File: src/hw/rtl/cb64_pkg.sv
`default_nettype none

package cb64_pkg;

	// Request actions
	localparam logic ACT_CHAR = 1'b0;
	localparam logic ACT_END  = 1'b1;

	// Configuration register indexes
	localparam int          CFG_INDEX_W   = 1;
	localparam logic [0:0]  CFG_MAX_ENC   = 1'b0;
	localparam logic [0:0]  CFG_MAX_DEC   = 1'b1;
	localparam int          CFG_DATA_W    = 16;

	localparam logic [15:0] MAX_ENC_RESET = 16'd4096;
	localparam logic [15:0] MAX_DEC_RESET = 16'd3072;

	// Character set
	localparam logic [7:0]  PAD_CHAR      = 8'h3D; // '='
	localparam logic [7:0]  PLUS_CHAR     = 8'h2B; // '+'
	localparam logic [7:0]  SLASH_CHAR    = 8'h2F; // '/'
	localparam logic [5:0]  PLUS_VALUE    = 6'd62;
	localparam logic [5:0]  SLASH_VALUE   = 6'd63;
	localparam logic [5:0]  LOWER_BASE    = 6'd26;
	localparam logic [5:0]  DIGIT_BASE    = 6'd52;

	// Unused-bit masks for one and two pad characters
	localparam logic [5:0]  PAD1_MASK     = 6'h03;
	localparam logic [5:0]  PAD2_MASK     = 6'h0F;

	localparam logic [15:0] COUNT_MAX     = 16'hFFFF;

	typedef struct packed {
		logic       action;
		logic [7:0] symbol;
	} req_t;

	typedef struct packed {
		logic        is_valid;
		logic [15:0] byte_count;
	} rsp_t;

	typedef struct packed {
		logic       is_pad;
		logic       is_data;
		logic [5:0] value;
	} sym_class_t;

endpackage

`default_nettype wire

File: src/hw/rtl/canonical_base64_validator_core.sv
`default_nettype none

// Streaming strict base64 checker, standard alphabet with '=' padding.
// Request channel (req_valid / req_stall / req): one item per string character
// (action = char) and one closing item (action = end). Character items give no
// response; each end item gives exactly one response on rsp_valid / rsp_stall /
// rsp carrying is_valid and byte_count (zero when the string is rejected).
// An end item leaves the request register, then its response loads the response
// register and shows on rsp. Throughput: one request per cycle unless req_stall,
// set by the single request and response registers; char checks are combinational.
// Stall: while a response waits under rsp_stall, character requests still flow;
// an end request waits in the request register, and req_stall rises only then.
// Reset (arst_n low): limits return to 4096 and 3072 characters/bytes, string
// state clears, both channels go empty. String state clears again after every
// end item. cfg_we writes limit cfg_index with cfg_data; write only when idle.
module canonical_base64_validator_core (
	input  wire logic                              clk,
	input  wire logic                              arst_n,
	input  wire logic                              req_valid,
	output      logic                              req_stall,
	input  wire cb64_pkg::req_t                    req,
	output      logic                              rsp_valid,
	input  wire logic                              rsp_stall,
	output      cb64_pkg::rsp_t                    rsp,
	input  wire logic                              cfg_we,
	input  wire logic [cb64_pkg::CFG_INDEX_W-1:0]  cfg_index,
	input  wire logic [cb64_pkg::CFG_DATA_W-1:0]   cfg_data
);
	import cb64_pkg::*;

	// Configuration
	logic [15:0] max_enc_q;
	logic [15:0] max_dec_q;

	// Request register
	logic        valid_s1;
	req_t        req_s1;

	// String state
	logic [15:0] char_count_q;
	logic        bad_char_q;
	logic        pad_misplaced_q;
	logic [1:0]  pad_run_q;
	logic [5:0]  last_data_q;

	// Response register
	logic        rsp_valid_q;
	rsp_t        rsp_q;

	sym_class_t  cls;
	logic        blocked;
	logic        advance;
	logic        end_adv;
	logic        char_adv;
	logic        len_ok;
	logic        pad_ok;
	logic [15:0] size;
	logic        size_ok;
	logic        ok;

	always_ff @(posedge clk or negedge arst_n) begin
		if (!arst_n) begin
			max_enc_q <= MAX_ENC_RESET;
			max_dec_q <= MAX_DEC_RESET;
		end else if (cfg_we) begin
			case (cfg_index)
				CFG_MAX_ENC: max_enc_q <= cfg_data;
				CFG_MAX_DEC: max_dec_q <= cfg_data;
				default: ;
			endcase
		end
	end

	// An end request cannot leave the request register while the response
	// register holds an unread response.
	assign blocked   = (req_s1.action == ACT_END) && rsp_valid_q && rsp_stall;
	assign req_stall = valid_s1 && blocked;
	assign advance   = valid_s1 && !blocked;
	assign end_adv   = advance && (req_s1.action == ACT_END);
	assign char_adv  = advance && (req_s1.action == ACT_CHAR);

	always_ff @(posedge clk or negedge arst_n) begin
		if (!arst_n) begin
			valid_s1 <= 1'b0;
		end else if (!req_stall) begin
			valid_s1 <= req_valid;
		end
	end

	always_ff @(posedge clk) begin
		if (req_valid && !req_stall) begin
			req_s1 <= req;
		end
	end

	cb64_sym_decode u_decode (
		.symbol (req_s1.symbol),
		.cls    (cls)
	);

	// Update the string state on a character; clear it on end.
	always_ff @(posedge clk or negedge arst_n) begin
		if (!arst_n) begin
			char_count_q    <= '0;
			bad_char_q      <= 1'b0;
			pad_misplaced_q <= 1'b0;
			pad_run_q       <= '0;
			last_data_q     <= '0;
		end else if (end_adv) begin
			char_count_q    <= '0;
			bad_char_q      <= 1'b0;
			pad_misplaced_q <= 1'b0;
			pad_run_q       <= '0;
			last_data_q     <= '0;
		end else if (char_adv) begin
			if (char_count_q != COUNT_MAX) begin
				char_count_q <= char_count_q + 16'd1;
			end
			if (cls.is_pad) begin
				// A third pad in a run is misplaced; hold the run at two.
				if (pad_run_q >= 2'd2) begin
					pad_misplaced_q <= 1'b1;
				end else begin
					pad_run_q <= pad_run_q + 2'd1;
				end
			end else if (cls.is_data) begin
				// Data after a pad breaks the final-run rule.
				if (pad_run_q != 2'd0) begin
					pad_misplaced_q <= 1'b1;
				end
				last_data_q <= cls.value;
			end else begin
				bad_char_q <= 1'b1;
			end
		end
	end

	// End-of-string checks
	always_comb begin
		len_ok = (char_count_q != 16'd0) && (char_count_q <= max_enc_q)
			&& (char_count_q[1:0] == 2'd0);
		case (pad_run_q)
			2'd1:    pad_ok = ((last_data_q & PAD1_MASK) == 6'd0);
			2'd2:    pad_ok = ((last_data_q & PAD2_MASK) == 6'd0);
			default: pad_ok = 1'b1;
		endcase
		// (len / 4) * 3 - pads; len / 4 tops out at 16383, so 16 bits hold it
		size    = {2'b00, char_count_q[15:2]} + {1'b0, char_count_q[15:2], 1'b0}
			- {14'd0, pad_run_q};
		size_ok = (size != 16'd0) && (size <= max_dec_q);
		ok      = len_ok && pad_ok && !bad_char_q && !pad_misplaced_q && size_ok;
	end

	always_ff @(posedge clk or negedge arst_n) begin
		if (!arst_n) begin
			rsp_valid_q <= 1'b0;
		end else if (end_adv) begin
			rsp_valid_q <= 1'b1;
		end else if (!rsp_stall) begin
			rsp_valid_q <= 1'b0;
		end
	end

	always_ff @(posedge clk) begin
		if (end_adv) begin
			rsp_q.is_valid   <= ok;
			rsp_q.byte_count <= ok ? size : 16'd0;
		end
	end

	assign rsp_valid = rsp_valid_q;
	assign rsp       = rsp_q;

	// A new response appears only behind an end request in the request register.
	a_rsp_from_end: assert property (@(posedge clk) disable iff (!arst_n)
		$rose(rsp_valid_q) |-> $past(valid_s1 && (req_s1.action == ACT_END)))
		else $error("response without end request");

	// A rejected string reports size zero.
	a_reject_size: assert property (@(posedge clk) disable iff (!arst_n)
		(rsp_valid_q && !rsp_q.is_valid) |-> (rsp_q.byte_count == 16'd0))
		else $error("rejected string with nonzero size");

	// State is clear after an end request leaves.
	a_clear_after_end: assert property (@(posedge clk) disable iff (!arst_n)
		end_adv |=> (char_count_q == 16'd0) && (pad_run_q == 2'd0) && !bad_char_q)
		else $error("string state not cleared");

	// The pad run never exceeds two.
	a_pad_run: assert property (@(posedge clk) disable iff (!arst_n)
		pad_run_q != 2'd3)
		else $error("pad run overflow");

endmodule

`default_nettype wire

File: src/hw/rtl/cb64_sym_decode.sv
`default_nettype none

module cb64_sym_decode (
	input  wire logic [7:0]          symbol,
	output      cb64_pkg::sym_class_t cls
);
	import cb64_pkg::*;

	logic [7:0] offs;

	always_comb begin
		offs        = 8'd0;
		cls.is_pad  = (symbol == PAD_CHAR);
		cls.is_data = 1'b0;
		cls.value   = 6'd0;
		if (symbol >= "A" && symbol <= "Z") begin
			offs        = symbol - 8'h41;
			cls.is_data = 1'b1;
			cls.value   = offs[5:0];
		end else if (symbol >= "a" && symbol <= "z") begin
			offs        = symbol - 8'h61;
			cls.is_data = 1'b1;
			cls.value   = LOWER_BASE + offs[5:0];
		end else if (symbol >= "0" && symbol <= "9") begin
			offs        = symbol - 8'h30;
			cls.is_data = 1'b1;
			cls.value   = DIGIT_BASE + offs[5:0];
		end else if (symbol == PLUS_CHAR) begin
			cls.is_data = 1'b1;
			cls.value   = PLUS_VALUE;
		end else if (symbol == SLASH_CHAR) begin
			cls.is_data = 1'b1;
			cls.value   = SLASH_VALUE;
		end
	end

endmodule

`default_nettype wire
File: config.mk
export PLATFORM = sky130hd
export DESIGN_NAME = canonical_base64_validator_core
export DESIGN_NICKNAME = d
export VERILOG_FILES = /design/src/hw/rtl/cb64_pkg.sv /design/src/hw/rtl/canonical_base64_validator_core.sv /design/src/hw/rtl/cb64_sym_decode.sv
export SDC_FILE = /design/constraint.sdc
export NUM_CORES = 1
export LEC_CHECK = 0
export BUFFER_PORTS_ARGS = -buffer_cell sky130_fd_sc_hd__buf_2
export CELL_PAD_IN_SITES_DETAIL_PLACEMENT = 1
export CELL_PAD_IN_SITES_GLOBAL_PLACEMENT = 2
export CORE_MARGIN = 10
export CORE_UTILIZATION = 39
export DETAILED_ROUTE_END_ITERATION = 12
export PLACE_DENSITY_LB_ADDON = 0.1
export SLEW_MARGIN = 20
export SYNTH_ARGS = -nofsm -noshare
export SYNTH_HDL_FRONTEND = slang
export SYNTH_SLANG_ARGS = --single-unit
File: constraint.sdc
create_clock -name clk -period 5.33 [get_ports clk]
set_input_delay 0.2665 -clock clk [delete_from_list [all_inputs] [get_ports clk]]
set_output_delay 0.2665 -clock clk [all_outputs]
set_load 0.05 [all_outputs]
==> summary.md, run 1 <==
| Metric | Value |
|---|---|
| Final WL | 15,200 um |
| DR vias/cell | 5.22 |
| TritonCTS buffer count | 9 |
| Power Total | around 1.8 mW |
| Net Sw Power | 0.592 mW |
| DP HPWL | 12,200 um |
| Biggest area consumer among synthesized cells | dfrtp_1 |
| Placer Congestion | 0.827 |
| Skew final | 11.1 ps |
| Cts hold-fix bufs | 0 |
| Max Freq | 211 MHz |
| Top_reg_cell synth | dfrtp_1 |
| Layout area overhead | 13.4% |
| Maximum number of pins on one net before global-route repair | 59 |
| Number of flops mapped to enable cells by yosys | 26 |
| Layout Nets | 788 |
| Hold Path Class | in2async |
| Ranking of synthesized cells by area | dfrtp_1 (23%), ha_1 (19%), edfxtp_1 (13%), inv_1 (6.3%), nor2_1 (3.4%) |
| Initial Util | 0.401 |
| Antenna diodes | 0 |
| Max VDD drop | 181 uV |
| Critical-path cell list | fa_1, ha_1, inv_1, fa_1, nor2b_1, o211ai_1, a31oi_2, o21ai_1, a311oi_2, inv_1, ha_1, a21o_1, a21o_1, a21oi_1, o21ai_0, o22ai_1, nand4_1, buf_4, nor3_1 |
| # placed instances | 839 |
| Cell area after synthesis | 5870 sq um |
| Root buf cell | clkbuf_16 |
| Gate Count Post-Synth | 611 |
| Tot GR Track Use | 0.156 |
| DRT antenna net count | 0 |
| Share of power burned in registers | 0.410 |
| Switching Share | 0.320 |
| Final hold vios | 0 |
| IO Count | 50 |
| LEAKAGE | 3.32 nW |
| Pre-antenna DRT Iters | 4 |
| Critical path's top delay family | compound AO/OA/AOI/OAI gates |
| Max Cap Viol | 0 |
| Die span in y | 143 um |
| Synth async-reset ratio | 0.690 |
| Synth cell count leaders | inv_1 (99), ha_1 (87), dfrtp_1 (55) |
| Met1 wire length | between 7000 and 8000 um |
| Post-CTS Setup Bufs | 0 |
| Fin crit period | 4740 ps |
| Routed vias | 4,463 |
| CP max stage cell | fa_1 |
| Ratio of total power to cell area | 278 nW/um^2 |
| Status | completed |
| Crit start category | flop |
| Largest stage delay on the critical path | about 570 ps |
| DRC errors left | 0 |
| Synth Net Count | 732 |
| Max-slew violation count | 0 |
| Crit end category | flop |
| Critical path buffer and inverter count | 3 |
| Syn. warnings | 0 |
| DR iter-0 viols | 188 |
| Reg2reg start | char_count_q[2] |
| Met2 WL | around 7300 um |
| Crit Path Class | reg2reg |
| P_int | ~1.3 mW |
| H-tree depth | 3 |
| Tcrit/Tclk final | 0.889 |
| CTS tree | built |
| Core area | approximately 15,000 sq um |
| FF+latch count, synth | 84 |
| Worst-path clk slew | roughly 70 ps |
| Sequential cell area fraction in the yosys report | 0.381 |
| Grt total ovfl | 0 |
| Wire length on met3 | 573 um |
| Max Buffers Root-to-Sink | 2 |
| Synth cell types | 62 |
| Critical path arrival | roughly 4900 ps |
| Post_cts resized | 0 |
| Sum Neg Setup Slack | 0 ps |
| PortBufs | 49 |
| Row count | between 40 and 50 |
| Synth Area per Inst | 9.61 sq um |
| Unrepaired setup endpoints after global routing | false |
| Rel. slew slack | 0.480 |
| Vias in the first global route | 4,742 |
| Critical Path Start | char_count_q[2] |
| Combinational power share | 0.273 |
| Setup slack, reg-to-reg | 590 ps |
| Cell with the most instances after synthesis | inv_1 |
| Setup-failing EPs final | 0 |
| First-pass GRT wire length | 25,100 um |
| Non-Filler Instances | 855 |
| Top Layer Used | met4 |
| Actual slew at the worst max-slew pin | 777 ps |
| Share of layout cells above drive strength 1 | 0.162 |
| Die width | 143 um |
| CTS Sinks | 84 |
| Clk Latency, worst-skew pair | 350 ps |
| Die Area | 20,400 sq um |
| Clock network power share | 0.318 |
| Crit path max fanout | 15 |
| Yosys top cell area share | 0.234 |
| Wire per inst | 17.7 um |
| Initial antenna violation count | 0 |
| Endpoint required time on the critical path | approximately 5500 ps |
==> kinds of logic (layout without fill, tap and decap cells) <==
| family | after synthesis | after routing | share of synthesized area |
|---|---|---|---|
| muxes | 20 | 20 | 0.0377 |
| xor gates and xnor gates | 23 | 23 | 0.0343 |
| DFF | 84 | 84 | 0.381 |
| AOI/OAI and AO/OA | 112 | 112 | 0.126 |
| adders and majority gates | 90 | 90 | 0.196 |
| and+or+nand+nor | 175 | 175 | 0.157 |
| buffers and inverters | 107 | 167 | 0.0684 |
==> registers in the layout, summed over array words and instances, names as in the netlist, 2 cells and up <==
signal,flops
pad_run_q,2
req_s1,9
last_data_q,4
rsp,17
max_enc_q,16
max_dec_q,16
char_count_q,16
==> power groups by stage <==
stage,sequential [mW],clock [mW],combinational [mW]
after floorplan,0.780,0,0.328
after CTS,0.759,0.603,0.507
after global routing,0.765,0.630,0.572
after global placement,0.768,0,0.492
after detailed placement,0.771,0,0.502
final,0.757,0.587,0.504
==> metrics by stage <==
step	area, sq um	util	hold slack, ps	worst slack (ps)
after floorplan	5870	-	-29.1	973
after global placement	6350	0.434	443	658
after detailed placement	6350	0.434	446	516
after CTS	6620	0.452	81.6	493
after global routing	6660	0.455	77.6	122
final	6660	0.455	78.1	591
==> routing by layer <==
layer,GRT usage,up-vias
li1,-,2206
met1,0.201,2180
met2,0.257,62
met3,0.0315,15
met4,0.0483,0
met5,0,-
==> worst reg2reg max path: stages, from the launching register on <==
cell      delay, ps
dfrtp_1         450
fa_1            570
ha_1            210
inv_1            70
fa_1            400
nor2b_1         180
o211ai_1        140
a31oi_2         240
o21ai_1         190
a311oi_2        370
inv_1            80
ha_1            300
a21o_1          180
a21o_1          160
a21oi_1         120
o21ai_0         110
o22ai_1         210
nand4_1         170
buf_4           260
nor3_1          150
==> layout make-up <==
| type | instances | area [sq um] |
|---|---|---|
| tap | 184 | 230 |
| fill | 1731 | 7990 |
| inverter | 99 | 372 |
| clock inverter | 4 | 25.0 |
| timing repair buffer | 53 | 295 |
| multi-input combinational | 420 | 3260 |
| clock buffer | 11 | 243 |
| sequential | 84 | 2240 |
==> layout by cell type (no fill, tap or decap), types with 3 or more instances in the layout <==
| master | instances |
|---|---|
| o22ai_1 | 3 |
| and4_1 | 4 |
| nand2b_1 | 3 |
| inv_1 | 99 |
| and3_1 | 4 |
| o21a_1 | 7 |
| o21ai_0 | 33 |
| clkbuf_16 | 9 |
| or2_2 | 4 |
| nor4b_1 | 3 |
| ha_1 | 87 |
| xor2_1 | 4 |
| xnor2_1 | 19 |
| a21o_1 | 16 |
| buf_4 | 3 |
| nor2b_1 | 9 |
| o211ai_1 | 6 |
| fa_1 | 3 |
| mux2i_1 | 3 |
| dfstp_2 | 3 |
| o311ai_0 | 3 |
| nor2_1 | 52 |
| a21oi_1 | 24 |
| nor4_1 | 4 |
| edfxtp_1 | 26 |
| nand3_1 | 9 |
| nor3_1 | 11 |
| buf_2 | 49 |
| nand2_1 | 39 |
| nand4_1 | 11 |
| mux2_2 | 17 |
| dfrtp_1 | 55 |
==> worst paths after layout <==
path / endpoint / depth (start not counted)
worst min-delay path: max_enc_q[0] / 2
max in group asynchronous: max_dec_q[13] / 2
min in group clk: req_s1[8] / 1
worst min register to register: max_dec_q[7] / 1
worst max-delay path: rsp[15] / 19
worst max register to register: rsp[15] / 19
(Power assumes the default switching activity.)
==> inputs of run 2 (changes only) <==
- ABC_AREA: not set -> 1
- BUFFER_PORTS_ARGS: -buffer_cell sky130_fd_sc_hd__buf_2 -> -buffer_cell sky130_fd_sc_hd__buf_4
- CORE_ASPECT_RATIO: not set -> 1.25
- CORE_UTILIZATION: 39 -> 36
==> run 2 against run 1 <==
  * The flow now finishes with violations (negative hold slack)
  * Synthesized cell count increased by 40%
  * Final cell count increased by 33%
  * Register-to-register slack improved by 720 ps
  * Power increased by 41%
  * Fmax increased by 18%
  * Non-clock buffer count decreased by 4
  * Clock power increased by 9.2%
  * Setup slack improved by 720 ps
  * Sequential cell count unchanged
  * Largest power group is now combinational cells
==> summary.md, run 2 <==
| Metric | Value |
|---|---|
| Max-slew violation count | 0 |
| Tot GR Track Use | 0.165 |
| Post-synthesis mux area share | 0 |
| Core area | 17,400 sq um |
| Synth cell types | 32 |
| Row count | between 50 and 60 |
| Synth Area in Simple Gates | 0.252 |
| LEAKAGE | 3.98 nW |
| Layout fillers | 2,180 |
| Unrepaired setup endpoints after global routing | false |
| Crit end category | flop |
| Seq. cell area | 2240 sq um |
| Vias in the first global route | a little over 6,000 |
| Post-CTS Setup Bufs | 0 |
| Initial Util | 0.367 |
| Non-Filler Instances | 1,136 |
| Crit path max fanout | 17 |
| Pre-CTS worst setup slack | 1280 ps |
| Area fraction in compound gates after synthesis | 0.0886 |
| Largest family of logic cells by synthesized area | simple AND/OR/NAND/NOR gates |
| Commonest non-fill, non-tap cell in the layout | nand2_1 |
| Endpoint required time on the critical path | 5430 ps |
| Die width | 139 um |
| Fin crit period | roughly 4000 ps |
| Crit-path most repeated cell | nand2_1 |
| Ranking of synthesized cells by area | dfrtp_1 (22%), ha_1 (17%), nand2_1 (13%), edfxtp_1 (12%), inv_1 (11%) |
| Crit Path Class | reg2reg |
| DRT antenna net count | 0 |
| Setup-failing EPs final | 0 |
| PortBufs | 49 |
| Share of layout cells above drive strength 1 | 0.0954 |
| TritonCTS buffer count | 9 |
| Synth Area in Adders | 0.180 |
| Largest stage delay on the critical path | 570 ps |
| Synth cell count leaders | nand2_1 (213), inv_1 (181), ha_1 (87) |
| Final WL | 19,100 um |
| Critical-path cell list | fa_1, ha_1, inv_1, fa_1, inv_1, nand2_1, nand2_1, nand3_1, nand2_1, nand2_1, nand2_1, nand2_1, nand2_1, inv_1, ha_1, nand2_1, nor2_1, nand2_1, inv_1, nand2_1, a21oi_1, nor2_1, nand2_2, nor2_1 |
| Top_reg_cell synth | dfrtp_1 |
| Grt total ovfl | 0 |
| Final hold vios | 2 |
| Cts hold-fix bufs | 0 |
| Synth async-reset ratio | 0.690 |
| Post_cts resized | 0 |
| Yosys top cell area share | 0.215 |
| Die span in y | between 150 and 200 um |
| Critical path's top delay family | adder cells |
| Worst-path clk slew | 70 ps |
| Initial antenna violation count | 0 |
| CP max stage cell | fa_1 |
| Synth Area per Inst | approximately 7.5 sq um |
| Synth Net Count | slightly below 1,000 |
| Wire per inst | 16.8 um |
| Max Cap Viol | 0 |
| IO Count | 50 |
| Max reg flops | 17 |
| Root buf cell | clkbuf_16 |
| Layout Nets | 1,028 |
| Die Area | 23,500 sq um |
| Status | finished with violations |
| Clk Latency, worst-skew pair | 360 ps |
| FF+latch count, synth | between 80 and 90 |
| # placed instances | 1,120 |
| Antenna diodes | 0 |
| DR iter-0 viols | 201 |
| Critical path buffer and inverter count | 4 |
| First-pass GRT wire length | roughly 31,000 um |
| Placer Congestion | 0.808 |
| DRC errors left | 0 |
| Sum Neg Setup Slack | 0 ps |
| Skew final | 10.3 ps |
| DP HPWL | 15,600 um |
| Commonest non-fill, non-tap cells in the layout | nand2_1 (213), inv_1 (181), ha_1 (87) |
| Cell area after synthesis | 6390 sq um |
| DR vias/cell | 4.90 |
| Layout area overhead | 13.8% |
| Syn. warnings | 0 |
| Critical path arrival | 4120 ps |
| Routed vias | 5,562 |
| Failing checks | negative hold slack |
| Crit start category | flop |
| Maximum number of pins on one net before global-route repair | slightly below 60 |
| Max VDD drop | between 150 and 200 uV |
| Hold Path Class | in2async |
| CTS Sinks | 84 |
| Post-route setup slack | 1310 ps |
| Rel. slew slack | 0.298 |
| Biggest area consumer among synthesized cells | dfrtp_1 |
| Hold WS | -2.56 ps |
| Pre-antenna DRT Iters | 4 |
| Actual slew at the worst max-slew pin | 1050 ps |
| CTS tree | built |
| Gate Count Post-Synth | 858 |
| Ratio of total power to cell area | 359 nW/um^2 |
| Max Buffers Root-to-Sink | 2 |
| H-tree depth | 3 |
| Sequential cell area fraction in the yosys report | 0.350 |
| Multi-input gate area | 3420 sq um |
| Max Freq | 249 MHz |
| XOR/XNOR share of the synthesized area | 0.0137 |
| Cell with the most instances after synthesis | nand2_1 |
| Tcrit/Tclk final | 0.754 |
| Number of flops mapped to enable cells by yosys | 26 |
-- run 2: changes by cell type after synthesis, sizes merged, moves of 7 or more --
cell | before | now
nand2 | 40 | 216
nor2b | 10 | 0
o21ai | 35 | 70
xnor2 | 19 | 0
o21a | 7 | 0
nor2 | 54 | 67
mux2 | 17 | 0
a21o | 17 | 0
inv | 99 | 182
nand3 | 10 | 66
-- run 2: final timing paths --
path,startpoint,end,slack (ps),cells past startpoint
max in group asynchronous,arst_n,max_enc_q[2],4820,1
worst min-delay path,arst_n,valid_s1,-3,1
worst min register to register,max_dec_q[14],max_dec_q[14],490,2
worst max-delay path,char_count_q[2],rsp[7],1310,24
min in group clk,req[6],req_s1[6],90,1
worst max register to register,char_count_q[2],rsp[7],1310,24
-- run 2: logic make-up (layout without fill, tap and decap cells) --
group,after synthesis,after routing
compound gates,102,102
xor+xnor,10,10
fa+ha+maj,90,90
buf+inv,193,247
flops,84,84
simple gates,379,379
-- run 2: worst register-to-register path, stage by stage (launching register included) --
cell and delay (ps):
dfrtp_1 470, fa_1 570, ha_1 220, inv_1 70, fa_1 380, inv_1 120, nand2_1 80, nand2_1 90
nand3_1 90, nand2_1 100, nand2_1 70, nand2_1 60, nand2_1 50, nand2_1 110, inv_1 60, ha_1 290
nand2_1 70, nor2_1 140, nand2_1 80, inv_1 60, nand2_1 50, a21oi_1 120, nor2_1 80, nand2_2 270
nor2_1 80
-- run 2: area by class of cell --
cell class	instances	area share
Clock inverter	7	0.00894
Inverter	182	0.0942
Sequential cell	84	0.307
Clock buffer	9	0.0310
Tap cell	224	0.0385
Timing Repair Buffer	49	0.0506
Multi-Input combinational cell	581	0.469
-- run 2: routing by layer --
layer	track usage	wire length [um]	up-vias
met1	0.187	8320	2670
met5	0	0	-
li1	-	-	2799
met2	0.303	9800	64
met3	0.0235	473	29
met4	0.0682	533	0
-- run 2: per-stage QoR --
step	total power [mW]	util	instance area (sq um)
floorplan	1.61	-	6390
global placement	1.94	0.401	6990
detailed placement	1.99	0.401	6990
CTS	2.65	0.417	7280
global route	2.87	0.417	7280
finish	2.61	0.417	7280
-- run 2: power breakdown --
group	internal, mW	switching, mW
combinational	0.406	0.793
clock	0.330	0.311
sequential	0.728	0.0424
total	1.46	1.15
